--- src/hdl/gdda_pkg.sv ---
// Shared types, constants and calendar functions for the Gregorian date day-arithmetic block.
// Depends on nothing; imported by every other file of the block.
package gdda_pkg;

    // Latest year that counts as valid.
    localparam int MAX_YEAR = 9999;

    // Field widths of the stream items.
    localparam int YEAR_IN_W = 14;
    localparam int MONTH_W   = 4;
    localparam int DAY_W     = 5;
    localparam int OFF_W     = 21;
    localparam int COUNT_W   = 22;

    localparam int IN_DATA_W  = 72;
    localparam int OUT_DATA_W = 48;

    // Internal year register width: wide enough for the input field and for MAX_YEAR.
    localparam int YR_W = ($clog2(MAX_YEAR + 1) > YEAR_IN_W) ? $clog2(MAX_YEAR + 1) : YEAR_IN_W;

    // Day numbers count days since 0001-01-01.
    localparam int DN_1900 = 365 * 1899 + 1899 / 4 - 1899 / 100 + 1899 / 400;
    localparam int DN_LAST = 365 * MAX_YEAR + MAX_YEAR / 4 - MAX_YEAR / 100 + MAX_YEAR / 400 - 1;
    localparam int DN_W    = $clog2(DN_LAST + 1);

    // Width of the shared adder, signed two's complement.
    localparam int SUM_W = ((DN_W > OFF_W) ? DN_W : OFF_W) + 2;

    localparam int COUNT_MAX = (1 << COUNT_W) - 1;

    // Request to and response from the shared add/subtract unit.
    typedef struct packed {
        logic [SUM_W-1:0] a;
        logic [SUM_W-1:0] b;
        logic             sub;
    } alu_req_t;

    typedef struct packed {
        logic [SUM_W-1:0] res;
        logic             neg;
    } alu_rsp_t;

    // Years in one calendar chunk: 400, 100, 4 and 1 years.
    function automatic logic [SUM_W-1:0] chunk_years(input logic [1:0] lvl);
        logic [SUM_W-1:0] v;
        case (lvl)
            2'd0:    v = SUM_W'(400);
            2'd1:    v = SUM_W'(100);
            2'd2:    v = SUM_W'(4);
            default: v = SUM_W'(1);
        endcase
        return v;
    endfunction

    // Days in the same chunks.
    function automatic logic [SUM_W-1:0] chunk_days(input logic [1:0] lvl);
        logic [SUM_W-1:0] v;
        case (lvl)
            2'd0:    v = SUM_W'(146097);
            2'd1:    v = SUM_W'(36524);
            2'd2:    v = SUM_W'(1461);
            default: v = SUM_W'(365);
        endcase
        return v;
    endfunction

    // Length of a month; zero for a month code outside 1 to 12.
    function automatic logic [DAY_W-1:0] month_days(input logic [MONTH_W-1:0] mo,
                                                    input logic leap);
        logic [DAY_W-1:0] v;
        case (mo)
            4'd1, 4'd3, 4'd5, 4'd7, 4'd8, 4'd10, 4'd12: v = 5'd31;
            4'd4, 4'd6, 4'd9, 4'd11:                     v = 5'd30;
            4'd2:                                        v = leap ? 5'd29 : 5'd28;
            default:                                     v = 5'd0;
        endcase
        return v;
    endfunction

endpackage

--- src/hdl/gregorian_date_day_arithmetic_top.sv ---
// Top level of the Gregorian date day-arithmetic block: stream ports, sequencer, result register.
// Depends on gdda_pkg and gdda_alu.
//
// Each transaction carries two dates, a signed day offset and an operation code in tuser.
// Operation 0 adds the offset to date A and returns the new date, saturating to 0001-01-01 or
// to the last day of the final valid year and raising range_error; operation 1 returns the
// absolute day count between A and B. An invalid date (bad year, month or day) is taken as
// 1900-01-01. The block works on one transaction at a time: each date conversion walks through
// 400-, 100-, 4- and 1-year chunks and then months, one step at a time through the single
// shared adder, with a test state and an accumulate state per chunk. s_axis_tready is high
// only while the sequencer is idle; a finished result sits in the output register, so a new
// transaction can be taken while the previous result still waits for m_axis_tready.
module gregorian_date_day_arithmetic_top (
    input  logic                               clk,
    input  logic                               rst_n,
    input  logic                               s_axis_tvalid,
    output logic                               s_axis_tready,
    // year_a[13:0], month_a[17:14], day_a[22:18], year_b[36:23], month_b[40:37],
    // day_b[45:41], offset_days[66:46], zero fill [71:67]
    input  logic [gdda_pkg::IN_DATA_W-1:0]     s_axis_tdata,
    // func[0]
    input  logic                               s_axis_tuser,
    output logic                               m_axis_tvalid,
    input  logic                               m_axis_tready,
    // res_year[13:0], res_month[17:14], res_day[22:18], day_count[44:23],
    // range_error[45], zero fill [47:46]
    output logic [gdda_pkg::OUT_DATA_W-1:0]    m_axis_tdata
);
    import gdda_pkg::*;

    // One-hot sequencer states.
    typedef enum logic [13:0] {
        S_IDLE  = 14'b00000000000001,
        S_LOAD  = 14'b00000000000010,  // range check, p = year - 1
        S_DTEST = 14'b00000000000100,  // try to take a chunk of years off p
        S_DACC  = 14'b00000000001000,  // add the chunk's days to the day number
        S_DMON  = 14'b00000000010000,  // day check and whole months
        S_DDAY  = 14'b00000000100000,  // add day of month
        S_DDONE = 14'b00000001000000,
        S_DIFF  = 14'b00000010000000,
        S_DIFF2 = 14'b00000100000000,
        S_ADD   = 14'b00001000000000,
        S_FTEST = 14'b00010000000000,  // try to take a chunk of days off the day number
        S_FACC  = 14'b00100000000000,  // add the chunk's years to the year
        S_FMON  = 14'b01000000000000,
        S_OUT   = 14'b10000000000000
    } state_t;

    // Chunk counts that decide whether the year under work is a leap year.
    typedef struct packed {
        logic hund3;   // three 100-year chunks taken
        logic four24;  // twenty-four 4-year chunks taken
        logic one3;    // three 1-year chunks taken
    } leap_flags_t;

    state_t                 state_reg, state_next;
    logic                   sel_b_reg, sel_b_next;
    logic [1:0]             lvl_reg, lvl_next;
    logic [4:0]             cnt_reg, cnt_next;
    logic [MONTH_W-1:0]     mo_reg, mo_next;
    leap_flags_t            flg_reg, flg_next;
    logic                   m_valid_reg, m_valid_next;

    logic [SUM_W-1:0]       dn_reg, dn_next;
    logic [YR_W-1:0]        yr_reg, yr_next;
    logic [DN_W-1:0]        na_reg, na_next;
    logic [YEAR_IN_W-1:0]   rs_year_reg, rs_year_next;
    logic [MONTH_W-1:0]     rs_month_reg, rs_month_next;
    logic [DAY_W-1:0]       rs_day_reg, rs_day_next;
    logic [COUNT_W-1:0]     rs_count_reg, rs_count_next;
    logic                   rs_err_reg, rs_err_next;
    logic [OUT_DATA_W-1:0]  m_data_reg, m_data_next;

    // Accepted transaction.
    logic                   func_reg;
    logic [YEAR_IN_W-1:0]   ya_reg, yb_reg;
    logic [MONTH_W-1:0]     ma_reg, mb_reg;
    logic [DAY_W-1:0]       da_reg, db_reg;
    logic [OFF_W-1:0]       off_reg;

    logic                   in_fire;
    logic [YEAR_IN_W-1:0]   cy;
    logic [MONTH_W-1:0]     cm;
    logic [DAY_W-1:0]       cd;
    logic [DAY_W-1:0]       cd_m1;
    logic                   leap;
    logic                   cap;
    logic [DAY_W-1:0]       mdays;
    alu_req_t               alu_req;
    alu_rsp_t               alu_rsp;

    gdda_alu u_alu (
        .req (alu_req),
        .rsp (alu_rsp)
    );

    assign s_axis_tready = (state_reg == S_IDLE);
    assign in_fire       = s_axis_tvalid && s_axis_tready;
    assign m_axis_tvalid = m_valid_reg;
    assign m_axis_tdata  = m_data_reg;

    // Date under conversion: A first, then B for a difference.
    assign cy    = sel_b_reg ? yb_reg : ya_reg;
    assign cm    = sel_b_reg ? mb_reg : ma_reg;
    assign cd    = sel_b_reg ? db_reg : da_reg;
    assign cd_m1 = cd - 5'd1;

    // Year y = p + 1 with p = 400a + 100b + 4c + e: leap when e == 3 and (c != 24 or b == 3).
    assign leap  = flg_reg.one3 && (!flg_reg.four24 || flg_reg.hund3);
    // Month length of the date being decoded (S_FMON) or of the running month (S_DMON).
    assign mdays = month_days(mo_reg, leap);
    // The 100- and 1-year levels never take a fourth chunk on the way back to a date.
    assign cap   = ((lvl_reg == 2'd1) || (lvl_reg == 2'd3)) && (cnt_reg == 5'd3);

    // Capture the chunk counts of the level that has just ended.
    function automatic leap_flags_t level_end(input leap_flags_t f, input logic [1:0] lvl,
                                              input logic [4:0] cnt);
        leap_flags_t r;
        r = f;
        case (lvl)
            2'd1:    r.hund3  = (cnt == 5'd3);
            2'd2:    r.four24 = (cnt == 5'd24);
            2'd3:    r.one3   = (cnt == 5'd3);
            default: r = f;
        endcase
        return r;
    endfunction

    always_comb
    begin
        state_next    = state_reg;
        sel_b_next    = sel_b_reg;
        lvl_next      = lvl_reg;
        cnt_next      = cnt_reg;
        mo_next       = mo_reg;
        flg_next      = flg_reg;
        dn_next       = dn_reg;
        yr_next       = yr_reg;
        na_next       = na_reg;
        rs_year_next  = rs_year_reg;
        rs_month_next = rs_month_reg;
        rs_day_next   = rs_day_reg;
        rs_count_next = rs_count_reg;
        rs_err_next   = rs_err_reg;
        m_data_next   = m_data_reg;
        m_valid_next  = m_valid_reg;
        alu_req.a     = dn_reg;
        alu_req.b     = '0;
        alu_req.sub   = 1'b0;

        // Drop the result once the downstream side has taken it.
        if (m_valid_reg && m_axis_tready)
        begin
            m_valid_next = 1'b0;
        end

        case (state_reg)
            S_IDLE:
            begin
                if (in_fire)
                begin
                    sel_b_next    = 1'b0;
                    rs_year_next  = '0;
                    rs_month_next = '0;
                    rs_day_next   = '0;
                    rs_count_next = '0;
                    rs_err_next   = 1'b0;
                    state_next    = S_LOAD;
                end
            end

            S_LOAD:
            begin
                alu_req.a   = SUM_W'(cy);
                alu_req.b   = SUM_W'(1);
                alu_req.sub = 1'b1;
                if ((cy == '0) || (YR_W'(cy) > YR_W'(MAX_YEAR)) ||
                    (cm < 4'd1) || (cm > 4'd12))
                begin
                    dn_next    = SUM_W'(DN_1900);
                    state_next = S_DDONE;
                end
                else
                begin
                    yr_next    = alu_rsp.res[YR_W-1:0];
                    dn_next    = '0;
                    lvl_next   = 2'd0;
                    cnt_next   = '0;
                    state_next = S_DTEST;
                end
            end

            S_DTEST:
            begin
                alu_req.a   = SUM_W'(yr_reg);
                alu_req.b   = chunk_years(lvl_reg);
                alu_req.sub = 1'b1;
                if (!alu_rsp.neg)
                begin
                    yr_next    = alu_rsp.res[YR_W-1:0];
                    cnt_next   = cnt_reg + 5'd1;
                    state_next = S_DACC;
                end
                else
                begin
                    flg_next = level_end(flg_reg, lvl_reg, cnt_reg);
                    cnt_next = '0;
                    if (lvl_reg == 2'd3)
                    begin
                        mo_next    = 4'd1;
                        state_next = S_DMON;
                    end
                    else
                    begin
                        lvl_next = lvl_reg + 2'd1;
                    end
                end
            end

            S_DACC:
            begin
                alu_req.a  = dn_reg;
                alu_req.b  = chunk_days(lvl_reg);
                dn_next    = alu_rsp.res;
                state_next = S_DTEST;
            end

            S_DMON:
            begin
                alu_req.a = dn_reg;
                alu_req.b = SUM_W'(mdays);
                if ((cd == '0) || (cd > month_days(cm, leap)))
                begin
                    dn_next    = SUM_W'(DN_1900);
                    state_next = S_DDONE;
                end
                else if (mo_reg < cm)
                begin
                    dn_next = alu_rsp.res;
                    mo_next = mo_reg + 4'd1;
                end
                else
                begin
                    state_next = S_DDAY;
                end
            end

            S_DDAY:
            begin
                alu_req.a  = dn_reg;
                alu_req.b  = SUM_W'(cd_m1);
                dn_next    = alu_rsp.res;
                state_next = S_DDONE;
            end

            S_DDONE:
            begin
                if (!sel_b_reg)
                begin
                    na_next = dn_reg[DN_W-1:0];
                    if (func_reg)
                    begin
                        sel_b_next = 1'b1;
                        state_next = S_LOAD;
                    end
                    else
                    begin
                        state_next = S_ADD;
                    end
                end
                else
                begin
                    state_next = S_DIFF;
                end
            end

            S_DIFF:
            begin
                alu_req.a   = SUM_W'(na_reg);
                alu_req.b   = dn_reg;
                alu_req.sub = 1'b1;
                if (alu_rsp.neg)
                begin
                    state_next = S_DIFF2;
                end
                else
                begin
                    rs_count_next = (alu_rsp.res > SUM_W'(COUNT_MAX)) ? COUNT_W'(COUNT_MAX)
                                                                      : alu_rsp.res[COUNT_W-1:0];
                    state_next    = S_OUT;
                end
            end

            S_DIFF2:
            begin
                alu_req.a     = dn_reg;
                alu_req.b     = SUM_W'(na_reg);
                alu_req.sub   = 1'b1;
                rs_count_next = (alu_rsp.res > SUM_W'(COUNT_MAX)) ? COUNT_W'(COUNT_MAX)
                                                                  : alu_rsp.res[COUNT_W-1:0];
                state_next    = S_OUT;
            end

            S_ADD:
            begin
                alu_req.a = SUM_W'(na_reg);
                alu_req.b = {{(SUM_W - OFF_W){off_reg[OFF_W-1]}}, off_reg};
                if (alu_rsp.neg)
                begin
                    dn_next     = '0;
                    rs_err_next = 1'b1;
                end
                else if (alu_rsp.res > SUM_W'(DN_LAST))
                begin
                    dn_next     = SUM_W'(DN_LAST);
                    rs_err_next = 1'b1;
                end
                else
                begin
                    dn_next = alu_rsp.res;
                end
                yr_next    = YR_W'(1);
                lvl_next   = 2'd0;
                cnt_next   = '0;
                state_next = S_FTEST;
            end

            S_FTEST:
            begin
                alu_req.a   = dn_reg;
                alu_req.b   = chunk_days(lvl_reg);
                alu_req.sub = 1'b1;
                if (!alu_rsp.neg && !cap)
                begin
                    dn_next    = alu_rsp.res;
                    cnt_next   = cnt_reg + 5'd1;
                    state_next = S_FACC;
                end
                else
                begin
                    flg_next = level_end(flg_reg, lvl_reg, cnt_reg);
                    cnt_next = '0;
                    if (lvl_reg == 2'd3)
                    begin
                        mo_next    = 4'd1;
                        state_next = S_FMON;
                    end
                    else
                    begin
                        lvl_next = lvl_reg + 2'd1;
                    end
                end
            end

            S_FACC:
            begin
                alu_req.a  = SUM_W'(yr_reg);
                alu_req.b  = chunk_years(lvl_reg);
                yr_next    = alu_rsp.res[YR_W-1:0];
                state_next = S_FTEST;
            end

            S_FMON:
            begin
                alu_req.a   = dn_reg;
                alu_req.b   = SUM_W'(mdays);
                alu_req.sub = 1'b1;
                if ((mo_reg < 4'd12) && !alu_rsp.neg)
                begin
                    dn_next = alu_rsp.res;
                    mo_next = mo_reg + 4'd1;
                end
                else
                begin
                    rs_year_next  = yr_reg[YEAR_IN_W-1:0];
                    rs_month_next = mo_reg;
                    rs_day_next   = dn_reg[DAY_W-1:0] + 5'd1;
                    state_next    = S_OUT;
                end
            end

            S_OUT:
            begin
                // Hold here until the output register is free.
                if (!m_valid_reg || m_axis_tready)
                begin
                    m_data_next  = {2'b00, rs_err_reg, rs_count_reg, rs_day_reg,
                                    rs_month_reg, rs_year_reg};
                    m_valid_next = 1'b1;
                    state_next   = S_IDLE;
                end
            end

            default:
            begin
                state_next = S_IDLE;
            end
        endcase
    end

    always_ff @(posedge clk or negedge rst_n)
    begin
        if (!rst_n)
        begin
            state_reg   <= S_IDLE;
            sel_b_reg   <= 1'b0;
            lvl_reg     <= 2'd0;
            cnt_reg     <= '0;
            mo_reg      <= 4'd1;
            flg_reg     <= '0;
            m_valid_reg <= 1'b0;
        end
        else
        begin
            state_reg   <= state_next;
            sel_b_reg   <= sel_b_next;
            lvl_reg     <= lvl_next;
            cnt_reg     <= cnt_next;
            mo_reg      <= mo_next;
            flg_reg     <= flg_next;
            m_valid_reg <= m_valid_next;
        end
    end

    // Datapath and result registers: no reset needed.
    always_ff @(posedge clk)
    begin
        dn_reg       <= dn_next;
        yr_reg       <= yr_next;
        na_reg       <= na_next;
        rs_year_reg  <= rs_year_next;
        rs_month_reg <= rs_month_next;
        rs_day_reg   <= rs_day_next;
        rs_count_reg <= rs_count_next;
        rs_err_reg   <= rs_err_next;
        m_data_reg   <= m_data_next;
    end

    // Capture the transaction on acceptance.
    always_ff @(posedge clk)
    begin
        if (in_fire)
        begin
            func_reg <= s_axis_tuser;
            ya_reg   <= s_axis_tdata[13:0];
            ma_reg   <= s_axis_tdata[17:14];
            da_reg   <= s_axis_tdata[22:18];
            yb_reg   <= s_axis_tdata[36:23];
            mb_reg   <= s_axis_tdata[40:37];
            db_reg   <= s_axis_tdata[45:41];
            off_reg  <= s_axis_tdata[66:46];
        end
    end

endmodule

--- src/hdl/gdda_alu.sv ---
// Shared add/subtract unit of the date block, with a sign flag on the result.
// Depends on gdda_pkg.
module gdda_alu (
    input  gdda_pkg::alu_req_t req,
    output gdda_pkg::alu_rsp_t rsp
);
    import gdda_pkg::*;

    logic [SUM_W-1:0] sum;

    assign sum     = req.sub ? (req.a - req.b) : (req.a + req.b);
    assign rsp.res = sum;
    assign rsp.neg = sum[SUM_W-1];

endmodule

--- config.mk ---
export PLATFORM = sky130hd
export DESIGN_NAME = gregorian_date_day_arithmetic_top
export DESIGN_NICKNAME = d
export VERILOG_FILES = /design/src/hdl/gdda_pkg.sv /design/src/hdl/gregorian_date_day_arithmetic_top.sv /design/src/hdl/gdda_alu.sv
export SDC_FILE = /design/constraint.sdc
export NUM_CORES = 1
export LEC_CHECK = 0
export BUFFER_PORTS_ARGS = -buffer_cell sky130_fd_sc_hd__buf_2
export CORE_MARGIN = 10
export CORE_UTILIZATION = 54
export CTS_BUF_LIST = sky130_fd_sc_hd__clkbuf_4 sky130_fd_sc_hd__clkbuf_8 sky130_fd_sc_hd__clkbuf_16
export DETAILED_ROUTE_END_ITERATION = 6
export GPL_TIMING_DRIVEN = 1
export PLACE_DENSITY = 0.78
export SYNTH_ARGS = -nofsm -noshare
export SYNTH_HDL_FRONTEND = slang
export SYNTH_SLANG_ARGS = --single-unit
--- constraint.sdc ---
create_clock -name clk -period 7.3 [get_ports clk]
set_clock_uncertainty 0.15 [all_clocks]
set_input_delay 0.73 -clock clk [delete_from_list [all_inputs] [get_ports clk]]
set_output_delay 0.73 -clock clk [all_outputs]
set_load 0.1 [all_outputs]
==> results.ini <==
[yosys]
yosysMostFrequentCell=edfxtp_1
synth_top_area_share_pct=47.9
ys_warn_count=0
synth_fa_ha_area_share_pct=4.32
syn_inst=1224
yosys.area_share.simple_pct=16.6
synthDistinctLibCells=95
synth_area_leaders=edfxtp_1 (48%), dfrtp_1 (5.1%), ha_1 (4.2%)
synth_edf_count=220
syn_area_um2=13800
yosysTopAreaCell=edfxtp_1
ys_ff_latch=250
async_flop_share_pct=12.0
syn_area_per_cell_um2=11.3
muxShareOfSynthArea_pct=2.24
synthTopCellsByCount=edfxtp_1 (220), nand2_1 (89), nor2_1 (80), o21ai_0 (73), a21oi_1 (71)
synth_top_family_by_area=compound AO/OA/AOI/OAI gates
ys.flop_type=edfxtp_1
synth.yosys.seq_area_share_pct=53.4
synth_compound_area_share_pct=17.2
synth_xor_area_share_pct=3.10

[critical_path]
reg2reg_from=state_reg[0]$_DFFE_PN1P_
endpoint=yr_reg[6]$_SDFFCE_PN0P_
critPathKind=reg -> reg
startpoint=state_reg[0]$_DFFE_PN1P_
reg2reg_slack_ns=0.54
worstReg2RegEnd=yr_reg[6]$_SDFFCE_PN0P_
start_kind=flip-flop
cp.required_ns=7.38
r2r_cells=25
arrival_ns=6.84
critPathMaxFanout=14
critPathCaptureType=flip-flop

[layout]
antennaDiodeCount=0
drive_above_1_share_pct=24.0
area_delta_synth_final_pct=17.9
num-nets-final=1540
largest_reg_flops=46
fin_util_pct=64.5

[sta]
hold_viol=0
finalSetupTns_ns=0
period_needed_ns=6.76
slew_headroom_pct=13.8
maxSlewViolCount=0
timing.final.crit_share_pct=92.6
setup_violations=0
worst_slew_pin_slew_ns=1.29
rsz0062_at_grt=false
timing.fmax_ghz=0.148

[routing]
wl_per_cell_um=23.7
drtAntennaViolNets=0
dr.pass1.iters=7
num_vias=11300
drt_iter0_drc=1425
vias_per_cell=6.42
routed_wl_um=41900
drc=3

[place]
numPortBuffers=119
gp_congestion=0.992
dp_hpwl_um=33100

[clock_tree]
htree_levels=1
clockRootBuffer=clkbuf_16
hold_buffers=0
clkTransAtPathRegs_ns=0.06
post_cts_buffers=0
clkSinkCount=250
cts_tree=done
clock_latency_ns=0.54
cts_buffer_depth=3
cts_resized=0
numCtsBuffers=25

[power]
p_leak_uw=0.00636
ir_drop_mv=0.381
p_per_area_nw_per_um2=503

[global_route]
grt_use_met3_pct=4.74
grt_max_degree=70
grt_pass1_vias=11000
grtUsageMet2_pct=38.4
grt_use_met1_pct=35.4
antenna_found_initial=0
grt_use_total_pct=25.1
grt.busiest_layer=met2
overflow=0
grt_pass1_wl_um=65100

[run_status]
status=complete, but fails checks
violations=design-rule violations

[flow_run]
drv_cap=0

[hold_path]
holdCritPathClass=in -> async

[die]
rows=58
initial_core_util_pct=54.7
die_y_um=180
core_um2=25200
die_w_um=180
pin_count=127
die_area_um2=32300

where the power goes:
group          switching [µW]  internal, µW
combinational            2810          1900
clock                     553           727
sequential                188          1990
total                    3560          4620
per-layer routing:
metal | wire, µm | up-vias
met5 | 0 | -
met4 | 1380 | 0
met3 | 4260 | 92
met2 | 18400 | 682
met1 | 17900 | 5387
li1 | - | 5171
area by class of cell:
type / count / area [µm²]
Timing Repair Buffer: 230 / 1490
Sequential cell: 250 / 7360
Fill cell: 2042 / 8930
Clock buffer: 29 / 656
Tap cell: 330 / 413
Clock inverter: 17 / 165
Inverter: 32 / 120
Multi-Input combinational cell: 877 / 6050
worst min path at each step:
stage,from,endpoint,slack [ns],cells after the start
after global routing,rst_n,mo_reg[3]$_DFFE_PN0P_,0.13,1
final,rst_n,state_reg[7]$_DFFE_PN0P_,0.09,1
after global placement,rs_month_reg[3]$_SDFFCE_PN0P_,m_axis_tdata[17]$_DFFE_PP_,0.25,0
after floorplan,rs_year_reg[0]$_SDFFCE_PN0P_,m_axis_tdata[0]$_DFFE_PP_,0.25,0
after detailed placement,rs_year_reg[0]$_SDFFCE_PN0P_,m_axis_tdata[0]$_DFFE_PP_,0.25,0
after CTS,rst_n,flg_reg[0]$_DFFE_PN0P_,0.10,1
through the flow:
step | std cells | hold WS [ns] | cell area, µm² | setup slack [ns] | total power, µW
4_1_cts | 1765 | 0.102 | 16300 | 0.688 | 8110
5_1_grt | 1765 | 0.133 | 16300 | 0.112 | 8670
3_3_place_gp | 1719 | 0.252 | 15400 | 0.744 | 6730
2_1_floorplan | 1225 | 0.250 | 13800 | 0.0335 | 5040
3_5_place_dp | 1719 | 0.255 | 15400 | 0.698 | 6820
6_report | 1765 | 0.0906 | 16300 | 0.539 | 8180
logic make-up (layout without fill, tap and decap cells):
| logic type | after synthesis | in the layout |
|---|---|---|
| simple gates | 416 | 416 |
| compound gates | 335 | 335 |
| flops | 250 | 250 |
| buf+inv | 98 | 308 |
| fa+ha+maj | 47 | 47 |
| xor+xnor | 47 | 47 |
| mux | 30 | 30 |
| other cells | 1 | 2 |
placed cells by master, fill, tap and decap left out, types with 7 or more instances in the layout:
master and instances:
a211oi_1 10, xor2_1 24, a21o_1 13, buf_4 106
or4b_2 7, or2_2 9, a221o_1 16, o22ai_1 9
a31oi_1 11, nor2_1 79, o21a_1 11, a21oi_1 69
o21ai_0 72, a222oi_1 15, nor4b_1 8, edfxtp_1 220
and3_1 27, inv_1 30, nor4_1 18, or4_1 11
and2_1 10, or3_1 11, nand2_1 89, nor2b_1 10
buf_2 119, nor3_1 31, clkbuf_16 25, ha_1 46
a22oi_1 16, o211ai_2 7, nand2b_1 16, xnor2_1 21
dfrtp_1 28, nand4_1 10, mux2i_1 23, a22o_1 10
nand3_1 41
critical path, cell delays in order, from the launching register on:
cell and delay, ns:
dfstp_2 0.62, or4_1 0.29, buf_4 0.28, nor4_2 0.09, a222oi_1 0.55, nand2_1 0.17
inv_1 0.12, ha_1 0.19, nand3_1 0.10, buf_4 0.15, or3_1 0.33, a21oi_1 0.13
a21oi_1 0.06, o21a_1 0.18, ha_1 0.33, o2111ai_1 0.18, a211oi_1 0.39, buf_4 0.18
o21ai_0 0.17, a21o_1 0.24, a211oi_4 0.41, buf_4 0.23, xnor2_2 0.19, buf_4 0.21
a21oi_1 0.22, buf_4 0.28
Note: power is estimated with default switching activity, not from simulation.
